<file path="src/rtl/string_key_hash_table_core_macros.svh">
// Assertion macros shared by the string key hash table RTL.
`ifndef STRING_KEY_HASH_TABLE_CORE_MACROS_SVH
`define STRING_KEY_HASH_TABLE_CORE_MACROS_SVH
`ifndef SYNTHESIS
`define SKHT_ASSERT_IMP(lbl, clk, rst, ante, cons) \
   lbl: assert property (@(posedge clk) disable iff (rst) (ante) |-> (cons)) \
      else $error("skht assertion failed");
`define SKHT_ASSERT_NEXT(lbl, clk, rst, ante, cons) \
   lbl: assert property (@(posedge clk) disable iff (rst) (ante) |=> (cons)) \
      else $error("skht assertion failed");
`else
`define SKHT_ASSERT_IMP(lbl, clk, rst, ante, cons)
`define SKHT_ASSERT_NEXT(lbl, clk, rst, ante, cons)
`endif
`endif

</file>
<file path="src/rtl/skht_cmd_fifo.sv">
// Two-entry command queue between the front and back parts.
module skht_cmd_fifo #(
   parameter int WIDTH = 8
) (
   input  logic             clock,
   input  logic             reset,
   input  logic             push,
   input  logic [WIDTH-1:0] push_data,
   output logic             full,
   input  logic             pop,
   output logic [WIDTH-1:0] pop_data,
   output logic             empty
);
   logic [WIDTH-1:0] entry_ff [2];
   logic             wr_ptr_ff, wr_ptr_in;
   logic             rd_ptr_ff, rd_ptr_in;
   logic [1:0]       count_ff, count_in;
   logic             do_push, do_pop;

   assign full     = (count_ff == 2'd2);
   assign empty    = (count_ff == 2'd0);
   assign do_push  = push && !full;
   assign do_pop   = pop && !empty;
   assign pop_data = entry_ff[rd_ptr_ff];

   always_comb begin
      wr_ptr_in = do_push ? ~wr_ptr_ff : wr_ptr_ff;
      rd_ptr_in = do_pop ? ~rd_ptr_ff : rd_ptr_ff;
      count_in  = count_ff + {1'b0, do_push} - {1'b0, do_pop};
   end

   always_ff @(posedge clock) begin
      if (reset) begin
         wr_ptr_ff <= 1'b0;
         rd_ptr_ff <= 1'b0;
         count_ff  <= 2'd0;
      end else begin
         wr_ptr_ff <= wr_ptr_in;
         rd_ptr_ff <= rd_ptr_in;
         count_ff  <= count_in;
      end
   end

   always_ff @(posedge clock) begin
      if (do_push) begin
         entry_ff[wr_ptr_ff] <= push_data;
      end
   end
endmodule

</file>
<file path="config.mk">
export PLATFORM = sky130hd
export DESIGN_NAME = skht_cmd_fifo
export DESIGN_NICKNAME = d
export VERILOG_FILES = /design/src/rtl/string_key_hash_table_core_macros.svh /design/src/rtl/skht_cmd_fifo.sv
export SDC_FILE = /design/constraint.sdc
export NUM_CORES = 1
export LEC_CHECK = 0
export ABC_AREA = 0
export BUFFER_PORTS_ARGS = -buffer_cell sky130_fd_sc_hd__buf_2
export CAP_MARGIN = 0
export CORE_MARGIN = 2
export CORE_UTILIZATION = 25
export DETAILED_ROUTE_END_ITERATION = 7
export PLACE_DENSITY_LB_ADDON = 0.2
export SLEW_MARGIN = 0
export SYNTH_ARGS = -nofsm -noshare
export SYNTH_HDL_FRONTEND = slang
export SYNTH_SLANG_ARGS = --single-unit
</file>
<file path="constraint.sdc">
create_clock -name clock -period 4.05 [get_ports clock]
set_input_delay 0.6075 -clock clock [delete_from_list [all_inputs] [get_ports clock]]
set_output_delay 0.6075 -clock clock [all_outputs]
set_load 0.1 [all_outputs]
</file>
==> results.md, run 1 <==
- FILL cells: approximately 320
- Mapped Cells: 52
- Ant diodes: 0
- Fin worst setup slack: 1.910 ns
- Via density: 3.808
- Die Height: 60.95 microns
- DRC viols: 0
- Place WS: 2.211 ns
- Crit end category: output port
- Final setup vio count: 0
- Hold WS: between 0.4 and 0.5 ns
- Hpwl dp: 880.7 microns
- Yosys warning total: 0
- Top-area cell type share of the netlist area: 59.26%
- Post-route minimum period: 2.140 ns
- Core area: 3078 sq um
- Total gr overflow: 0
- Max frequency: 467.4 MHz
- Initial antenna violation count: 0
- Vias: 457
- Setup Crit Path Kind: reg2out
- TritonCTS clock tree: yes
- Share of flip-flops with an asynchronous set or reset: 0%
- Worst EP required: 3.44 ns
- Initial core utilization: 26.34%
- Post-synth cell types: 21
- Clock Path Buffers: 2
- Commonest non-fill, non-tap cell in the layout: buf_2
- Top FF cell, synth: edfxtp_1
- H-tree depth: 1
- Final period util: a little over half
- Setup TNS Final: 0 ns
- Iteration-0 DRC Markers: 6
- Post-CTS Setup Inserts: 0
- Worst hold path type: in2reg
- # IOs: 22
- Total routed wirelength: 1203 microns
- EDFF count, synth: 16
- Die X: 60.95 microns
- GP Congestion: 0.6626
- # rows: 20
- CTS Buf Count: 3
- Layout cells sized above 1: 42.11%
- Synth area leaders: edfxtp_1 (59%), dfxtp_1 (12%), mux2_1 (6.9%), mux2_2 (4.2%), ha_1 (3.1%)
- R2R Path Start: count_ff[1]$_SDFF_PP0_
- # clock sinks: 21
- Clock Skew: 0.001151 ns
- CTS Hold Bufs: 0
- GRT Total Usage: 7.168%
- RSZ-0062 raised after global routing: false
- Netlist Area Pre-Place: ~810 sq um
- Wire length of the first global-routing pass: around 1800 microns
- Reg clk slew, reported paths: approximately 0.11 ns
- Layout Utilization: 32.28%
- Worst-path fanout max: 8
- Die area: 3715 sq um
- Clock latency on the worst-skew pair: 0.29 ns
- WL/cell: 10.03 microns
- Slew @ Worst Pin: between 0.4 and 0.5 ns
- Root buffer cell: clkbuf_4
- DR pass1 iterations: 4
- Slew margin rel.: between 60% and 70%
- Post-synth net total: 66
- Critical path launch point type: flip-flop
- Commonest cells after routing, fill and taps aside: buf_2 (21), edfxtp_1 (16), mux2_1 (5), dfxtp_1 (5), nor2_1 (4)
- Port Buffers: 21
- # Max-Cap Violations: 0
- Post-CTS resize count: 0
- Crit path DAT: 1.53 ns
- Final Hold Viols: 0
- Final Net Count: 91
- Syn avg cell area: 15.59 sq um
- Area leader, netlist: edfxtp_1
- Vias in the first global route: 420
- Max Slew Vio Count: 0
- Area growth, synth to finish: 22.53%
- Yosys reg bits: 21
- Status: complete, no violations
- Hold Startpoint: push_data[1]
- Register area share after synthesis: 71.60%
- Largest net degree at the start of global routing: 13
- Final ANT Viol Nets: 0
## cell type report
class / count / area [sq um] / area share, %
clock buffer: 3 / 22.52 / 2.267
clock inverter: 1 / 5.005 / 0.5038
timing repair buffer: 21 / 105.1 / 10.58
inverter: 4 / 15.01 / 1.511
sequential: 21 / 580.6 / 58.44
tap: 44 / 55.05 / 5.542
multi-input combinational: 26 / 210.2 / 21.16
## cells by family (layout without fill, tap and decap cells)
logic type,count (synthesis),in the layout,share of synthesized area (%)
buf+inv,5,29,2.468
xor+xnor,2,2,2.161
fa+ha+maj,2,2,3.086
compound gates,3,3,2.314
flops,21,21,71.61
mux,8,8,11.11
simple gates,11,11,7.254
## final timing paths
path / to / slack (ns) / cells after the start
max: pop_data[1] / 1.91 / 2
min: entry_ff[0][1]$_DFFE_PP_ / 0.49 / 1
max reg2reg: count_ff[1]$_SDFF_PP0_ / 2.48 / 7
min reg2reg: wr_ptr_ff$_SDFFE_PP0P_ / 0.50 / 2
## stage by stage
| stage | instances | area [sq um] |
|---|---|---|
| 5_1_grt | 120 | 993.5 |
| 3_3_place_gp | 116 | 965.9 |
| 2_1_floorplan | 52 | 810.8 |
| 3_5_place_dp | 116 | 965.9 |
| 4_1_cts | 120 | 993.5 |
| 6_report | 120 | 993.5 |
## worst max-delay path: stages (launching register included)
cell     delay [ns]
dfxtp_1        0.57
mux2_2         0.38
buf_2          0.29
## registers in the layout, summed over array words and instances (netlist names), named ones only
register and cells:
count_ff 2, rd_ptr_ff 1, wr_ptr_ff 1, entry_ff 16
## Yosys cell counts, types with 2 or more instances
library cell	n
edfxtp_1	16
ha_1	2
dfxtp_1	5
mux2_1	5
mux2_2	3
inv_1	3
nor2_1	4
## layer usage
| layer | vias to the layer above | track usage, % | part of all wire (%) |
|---|---|---|---|
| met1 | 207 | 9.091 | 47 |
| met2 | 18 | 10.60 | 44 |
| li1 | 232 | - | - |
| met4 | 0 | 1.863 | 0 |
| met3 | 0 | 4.051 | 8.1 |
| met5 | - | 0 | 0 |
Power of run 1 is not shown: default switching activity piles up to over one toggle a cycle in this logic, so the estimate is an artifact.
==> run 2: changes to the inputs <==
ABC_AREA = 1   (was 0)
clock period = 1.7 ns   (was 4.05 ns; I/O delays follow)
==> results.md, run 2 <==
- Placed cell area: 1161 sq um (was 965.9 sq um)
- Yosys warning total: 0 (unchanged)
- # clock sinks: 21 (unchanged)
- Setup Crit Path Kind: reg2out (unchanged)
- Worst EP required: 1.44 ns (was 3.44 ns)
- Total routed wirelength: 1385 microns (was 1203 microns)
- Crit path DAT: 1.31 ns (was 1.53 ns)
- CP max stage delay: 0.33 ns (was 0.57 ns)
- Slew @ Worst Pin: 0.4861 ns (about the same)
- Largest net degree at the start of global routing: 13 (unchanged)
- # Max-Cap Violations: 0 (unchanged)
- Mapped Cells: 64 (was 52)
- Core area: 3337 sq um (was 3078 sq um)
- Worst hold path type: in2reg (unchanged)
- Initial antenna violation count: 0 (unchanged)
- Top-area cell type share of the netlist area: 55.33% (was 59.26%)
- Total gr overflow: 0 (unchanged)
- GRT Total Usage: 7.698% (was 7.168%)
- Final Hold Viols: 0 (unchanged)
- RSZ-0062 raised after global routing: false (unchanged)
- Initial core utilization: 26.02% (was 26.34%)
- Max Slew Vio Count: 0 (unchanged)
- CTS Buf Count: 3 (unchanged)
- Post-synth cell types: 11 (was 21)
- Slew margin rel.: 67.81% (was 67.82%)
- # rows: 21 (was 20)
- Area leader, netlist: edfxtp_1 (unchanged)
- Reg clk slew, reported paths: 0.11 ns (about the same)
- Biggest regs: entry_ff (16), count_ff (2) (unchanged)
- Share of flip-flops with an asynchronous set or reset: 0% (unchanged)
- Final Net Count: 105 (was 91)
- Commonest cells after routing, fill and taps aside: edfxtp_1 (16), buf_2 (12), inv_1 (10) (was buf_2 (21), edfxtp_1 (16), mux2_1 (5), dfxtp_1 (5), nor2_1 (4))
- Layout cells sized above 1: 42.22% (was 42.11%)
- Register area share after synthesis: 66.86% (was 71.60%)
- # IOs: 22 (unchanged)
- Vias in the first global route: 531 (was 420)
- Clock Skew: 0.01216 ns (was 0.001151 ns)
- EDFF count, synth: 16 (unchanged)
- WL/cell: 10.18 microns (was 10.03 microns)
- Final period util: 92.00%
- Ant diodes: 0 (unchanged)
- Finished Cell Area: 1191 sq um (was 993.5 sq um)
- DR pass1 iterations: 4 (unchanged)
- Die Height: 62.94 microns (was 60.95 microns)
- Via density: 3.794 (was 3.808)
- FILL cells: 340 (was 321)
- H-tree depth: 1 (unchanged)
- Crit end category: output port (unchanged)
- Ordered list of cells on the worst path: buf_4 -> mux2_4 -> buf_12 (was mux2_2 -> buf_2)
- Final setup vio count: 0 (unchanged)
- Netlist Area Pre-Place: 868.3 sq um (was 810.8 sq um)
- Status: complete, no violations (unchanged)
- Commonest non-fill, non-tap cell in the layout: edfxtp_1 (was buf_2)
- Wire length of the first global-routing pass: 2277 microns (was 1849 microns)
- DRC viols: 0 (unchanged)
- Max frequency: 639.4 MHz
- Critical path launch point type: flip-flop (unchanged)
- TritonCTS clock tree: yes (unchanged)
- Hpwl dp: 1068 microns (was 880.7 microns)
- Worst-path fanout max: 8 (unchanged)
- Vias: 516 (was 457)
- Iteration-0 DRC Markers: 10 (was 6)
- Top FF cell, synth: edfxtp_1 (unchanged)
- Post-CTS Setup Inserts: 0 (unchanged)
- Die area: 3961 sq um (was 3715 sq um)
- Root buffer cell: clkbuf_4 (unchanged)
- Max FFs per register: 16 (unchanged)
- Largest register by flop count: entry_ff (unchanged)
- Final ANT Viol Nets: 0 (unchanged)
- Synth area leaders: edfxtp_1 (55%), mux2_4 (14%), dfxtp_1 (12%), inv_1 (4.3%), nand2_1 (3.5%) (was edfxtp_1 (59%), dfxtp_1 (12%), mux2_1 (6.9%), mux2_2 (4.2%), ha_1 (3.1%))
- Yosys reg bits: 21 (unchanged)
- Area growth, synth to finish: 37.18% (was 22.53%)
- Worst path slowest cell: mux2_4 (was dfxtp_1)
- Die X: 62.94 microns (was 60.95 microns)
- Clock latency on the worst-skew pair: 0.30 ns (was 0.29 ns)
- Post-synth net total: 78 (was 66)
- Post-route minimum period: about 1.6 ns
- Syn avg cell area: 13.57 sq um (was 15.59 sq um)
- Commonest cells post-synth: edfxtp_1 (16), inv_1 (10), mux2_4 (8), nand2_1 (8), nor2_1 (7) (was edfxtp_1 (16), dfxtp_1 (5), mux2_1 (5))
- Port Buffers: 21 (unchanged)
- Clock Path Buffers: 2 (unchanged)
- Most numerous cell in the Yosys netlist: edfxtp_1 (unchanged)
- GP Congestion: 0.6936 (was 0.6626)
==> run 2: changes by cell type in the layout (fill, tap and decap cells not counted), moves of 2 or more <==
cell,previous run,this run
buf_2,21,12
buf_12,0,8
mux2_4,0,8
inv_1,3,10
nand2_1,1,8
mux2_1,5,0
mux2_2,3,0
nand3_1,0,3
nor2_1,4,7
buf_4,0,2
==> run 2: logic make-up (layout without fill, tap and decap cells) <==
family / Yosys count / after routing / synth area share [%]
multiplexers: 8 / 8 / 13.83
buffers and inverters: 11 / 37 / 5.620
flip-flops: 21 / 21 / 66.86
AO/OA/AOI/OAI: 2 / 2 / 1.153
AND/OR/NAND/NOR: 20 / 20 / 9.654
adder cells (fa/ha/maj): 2 / 2 / 2.881
==> run 2: critical path, delay by kind of cell (launching register included) <==
kind,cells,cell delay (ns)
buffers and inverters,2,0.36
flip-flops,1,0.32
multiplexers,1,0.33
==> run 2: layout make-up <==
| type | count | area, sq um | share of cell area, % |
|---|---|---|---|
| sequential | 21 | 581.8 | 48.84 |
| multi-input combinational | 32 | 244.0 | 20.48 |
| timing repair buffer | 23 | 242.7 | 20.38 |
| tap | 46 | 57.56 | 4.832 |
| inverter | 10 | 37.54 | 3.151 |
| clock buffer | 3 | 22.52 | 1.891 |
| clock inverter | 1 | 5.005 | 0.4202 |
==> run 2: final timing paths <==
path	slack [ns]	cells past startpoint	to	from
hold / removal	0.11	2	count_ff[0]$_SDFF_PP0_	reset
setup reg to reg	0.18	10	count_ff[1]$_SDFF_PP0_	count_ff[0]$_SDFF_PP0_
setup / recovery	0.14	3	pop_data[5]	flip-flop
hold reg to reg	0.51	2	flip-flop	rd_ptr_ff$_SDFFE_PP0P_
==> run 2: timing repair <==
item | in CTS | in global routing
setup endpoints to repair | 0 | 1
gates resized for setup | 0 | 1
hold buffers | 0 | 0
==> run 2: metrics by stage <==
stage / hold slack, ns / worst slack [ns] / TNS, ns / utilization, % / std cells
floorplan: 0.3188 / -0.08676 / -0.08676 / - / 64
global placement: 0.4187 / 0.2345 / 0 / 34.80 / 132
detailed placement: 0.4250 / 0.1743 / 0 / 34.80 / 132
CTS: 0.1026 / 0.08195 / 0 / 35.62 / 136
global route: 0.09810 / 0.007259 / 0 / 35.70 / 136
finish: 0.1111 / 0.1360 / 0 / 35.70 / 136
==> run 2: routing by layer <==
layer  part of all wire [%]  track usage [%]
met2                     50            12.90
met4                    1.0            5.000
met1                     43            8.475
met5                      0                0
met3                    5.8            2.162
Power of run 2 is left out for the same reason.
==> run 3: changes to the inputs <==
SETUP_SLACK_MARGIN = 0.2   (was not set)
clock period = 1.84 ns   (was 1.7 ns; I/O delays follow)
==> results.md, run 3 (synthesized netlist as in run 2, its figures left out) <==
- Layout Utilization: 35.70% (unchanged)
- R2R Setup Slk: 0.36 ns (was 0.18 ns)
- GRT Total Usage: 7.407% (was 7.698%)
- Vias: 509 (was 516)
- Crit end category: output port (unchanged)
- R2R Path Start: count_ff[0]$_SDFF_PP0_ (unchanged)
- Post-route minimum period: 1.535 ns
- Port Buffers: 21 (unchanged)
- Status: complete, no violations (unchanged)
- Iteration-0 DRC Markers: 14 (was 10)
- Die Height: 62.94 microns (unchanged)
- DRC viols: 0 (unchanged)
- Ordered list of cells on the worst path: mux2_4 -> buf_12 (was buf_4 -> mux2_4 -> buf_12)
- Die area: 3961 sq um (unchanged)
- Initial antenna violation count: 0 (unchanged)
- Worst-path fanout max: 8 (unchanged)
- Critical path launch point type: flip-flop (unchanged)
- Setup TNS Final: 0 ns (unchanged)
- Setup Crit Path Kind: reg2out (unchanged)
- Layout cells sized above 1: 42.70% (was 42.22%)
- CP max stage delay: 0.46 ns (was 0.33 ns)
- # rows: 21 (unchanged)
- Area growth, synth to finish: 37.18% (unchanged)
- Clock Path Buffers: 2 (unchanged)
- # Max-Cap Violations: 0 (unchanged)
- GP Congestion: 0.7642 (was 0.6936)
- Fin worst setup slack: 0.3050 ns (was 0.1360 ns)
- Final setup vio count: 0 (unchanged)
- Vias in the first global route: 490 (was 531)
- RSZ-0062 raised after global routing: false (unchanged)
- Largest register by flop count: entry_ff (unchanged)
- Worst hold path type: in2reg (unchanged)
- FILL cells: 342 (was 340)
- Worst setup path end: pop_data[3] (was pop_data[5])
- Commonest cells after routing, fill and taps aside: edfxtp_1 (16), buf_2 (12), inv_1 (10) (unchanged)
- Post-CTS Setup Inserts: 0 (unchanged)
- TritonCTS clock tree: yes (unchanged)
- Total gr overflow: 0 (unchanged)
- Crit path buf inv count: 1 (was 2)
- Multi-input logic area: 246.5 sq um (was 244.0 sq um)
- Max frequency: ~650 MHz
- R2R depth: 10 (unchanged)
- Commonest non-fill, non-tap cell in the layout: edfxtp_1 (unchanged)
- Max Slew Vio Count: 0 (unchanged)
- Crit path DAT: 1.26 ns (was 1.31 ns)
- Initial core utilization: 26.02% (unchanged)
- Worst EP required: 1.56 ns (was 1.44 ns)
- Die X: 62.94 microns (unchanged)
- Biggest regs: entry_ff (16), count_ff (2) (unchanged)
- Slew margin rel.: 67.87% (was 67.81%)
- Final Hold Viols: 0 (unchanged)
- Worst path slowest cell: dfxtp_4 (was mux2_4)
- Worst R2R End: count_ff[1]$_SDFF_PP0_ (unchanged)
- CTS Buf Count: 3 (unchanged)
- Clock latency on the worst-skew pair: 0.30 ns (about the same)
- H-tree depth: 1 (unchanged)
- Hold WS: 0.1318 ns (was 0.1111 ns)
- Via density: 3.770 (was 3.794)
- Place WS: 0.3218 ns (was 0.1743 ns)
- Largest net degree at the start of global routing: 12 (was 13)
- Final ANT Viol Nets: 0 (unchanged)
- Reg clk slew, reported paths: 0.12 ns (was 0.11 ns)
- Ant diodes: 0 (unchanged)
- # IOs: 22 (unchanged)
- Crit path max-delay family: flip-flops (was buffers and inverters)
- Clock Skew: 0.01150 ns (was 0.01216 ns)
- Wire length of the first global-routing pass: 2201 microns (was 2277 microns)
- Core area: 3337 sq um (unchanged)
- Final period util: 83.43%
- DR pass1 iterations: 4 (unchanged)
- Total routed wirelength: 1369 microns (was 1385 microns)
- Slew @ Worst Pin: 0.4852 ns (was 0.4861 ns)
- Sequential cell area: 588.1 sq um (was 581.8 sq um)
- Root buffer cell: clkbuf_4 (unchanged)
- Final Net Count: 104 (was 105)
- Worst path depth: 2 (was 3)
- WL/cell: 10.14 microns (was 10.18 microns)
- Max FFs per register: 16 (unchanged)
- # clock sinks: 21 (unchanged)
- Hpwl dp: 1035 microns (was 1068 microns)
run 3: area by class of cell:
class | count | share of cell area, %
Sequential cell | 21 | 49.37
Multi-Input combinational cell | 32 | 20.69
Timing Repair Buffer | 22 | 19.75
Tap cell | 46 | 4.832
Inverter | 10 | 3.151
Clock buffer | 4 | 2.206
run 3: through the flow:
stage               area (sq um)  std cells
detailed placement          1154        131
floorplan                  874.6         64
CTS                         1181        135
global route                1191        135
global placement            1154        131
finish                      1191        135
run 3: repair_timing:
action | CTS | global route
gates resized for setup | 1 | 4
hold buffers | 0 | 0
hold endpoints to repair | 0 | 0
pin swaps | 0 | 0
endpoints found under the setup margin | 8 | 10
run 3: worst min-delay path by stage:
stage | from | to | cells after the start
floorplan | reset | count_ff[0]$_SDFF_PP0_ | 1
global route | reset | count_ff[0]$_SDFF_PP0_ | 2
CTS | reset | count_ff[0]$_SDFF_PP0_ | 2
global placement | reset | count_ff[0]$_SDFF_PP0_ | 2
detailed placement | reset | count_ff[0]$_SDFF_PP0_ | 2
finish | reset | count_ff[0]$_SDFF_PP0_ | 2
run 3: routing by layer:
| metal | global-route usage, % | vias up | share of wire (%) |
|---|---|---|---|
| li1 | - | 263 | - |
| met4 | 4.167 | 0 | 0.95 |
| met5 | 0 | - | 0 |
| met3 | 2.523 | 2 | 5.1 |
| met1 | 8.750 | 230 | 44 |
| met2 | 11.70 | 14 | 49 |
Power of run 3 is left out for the same reason.
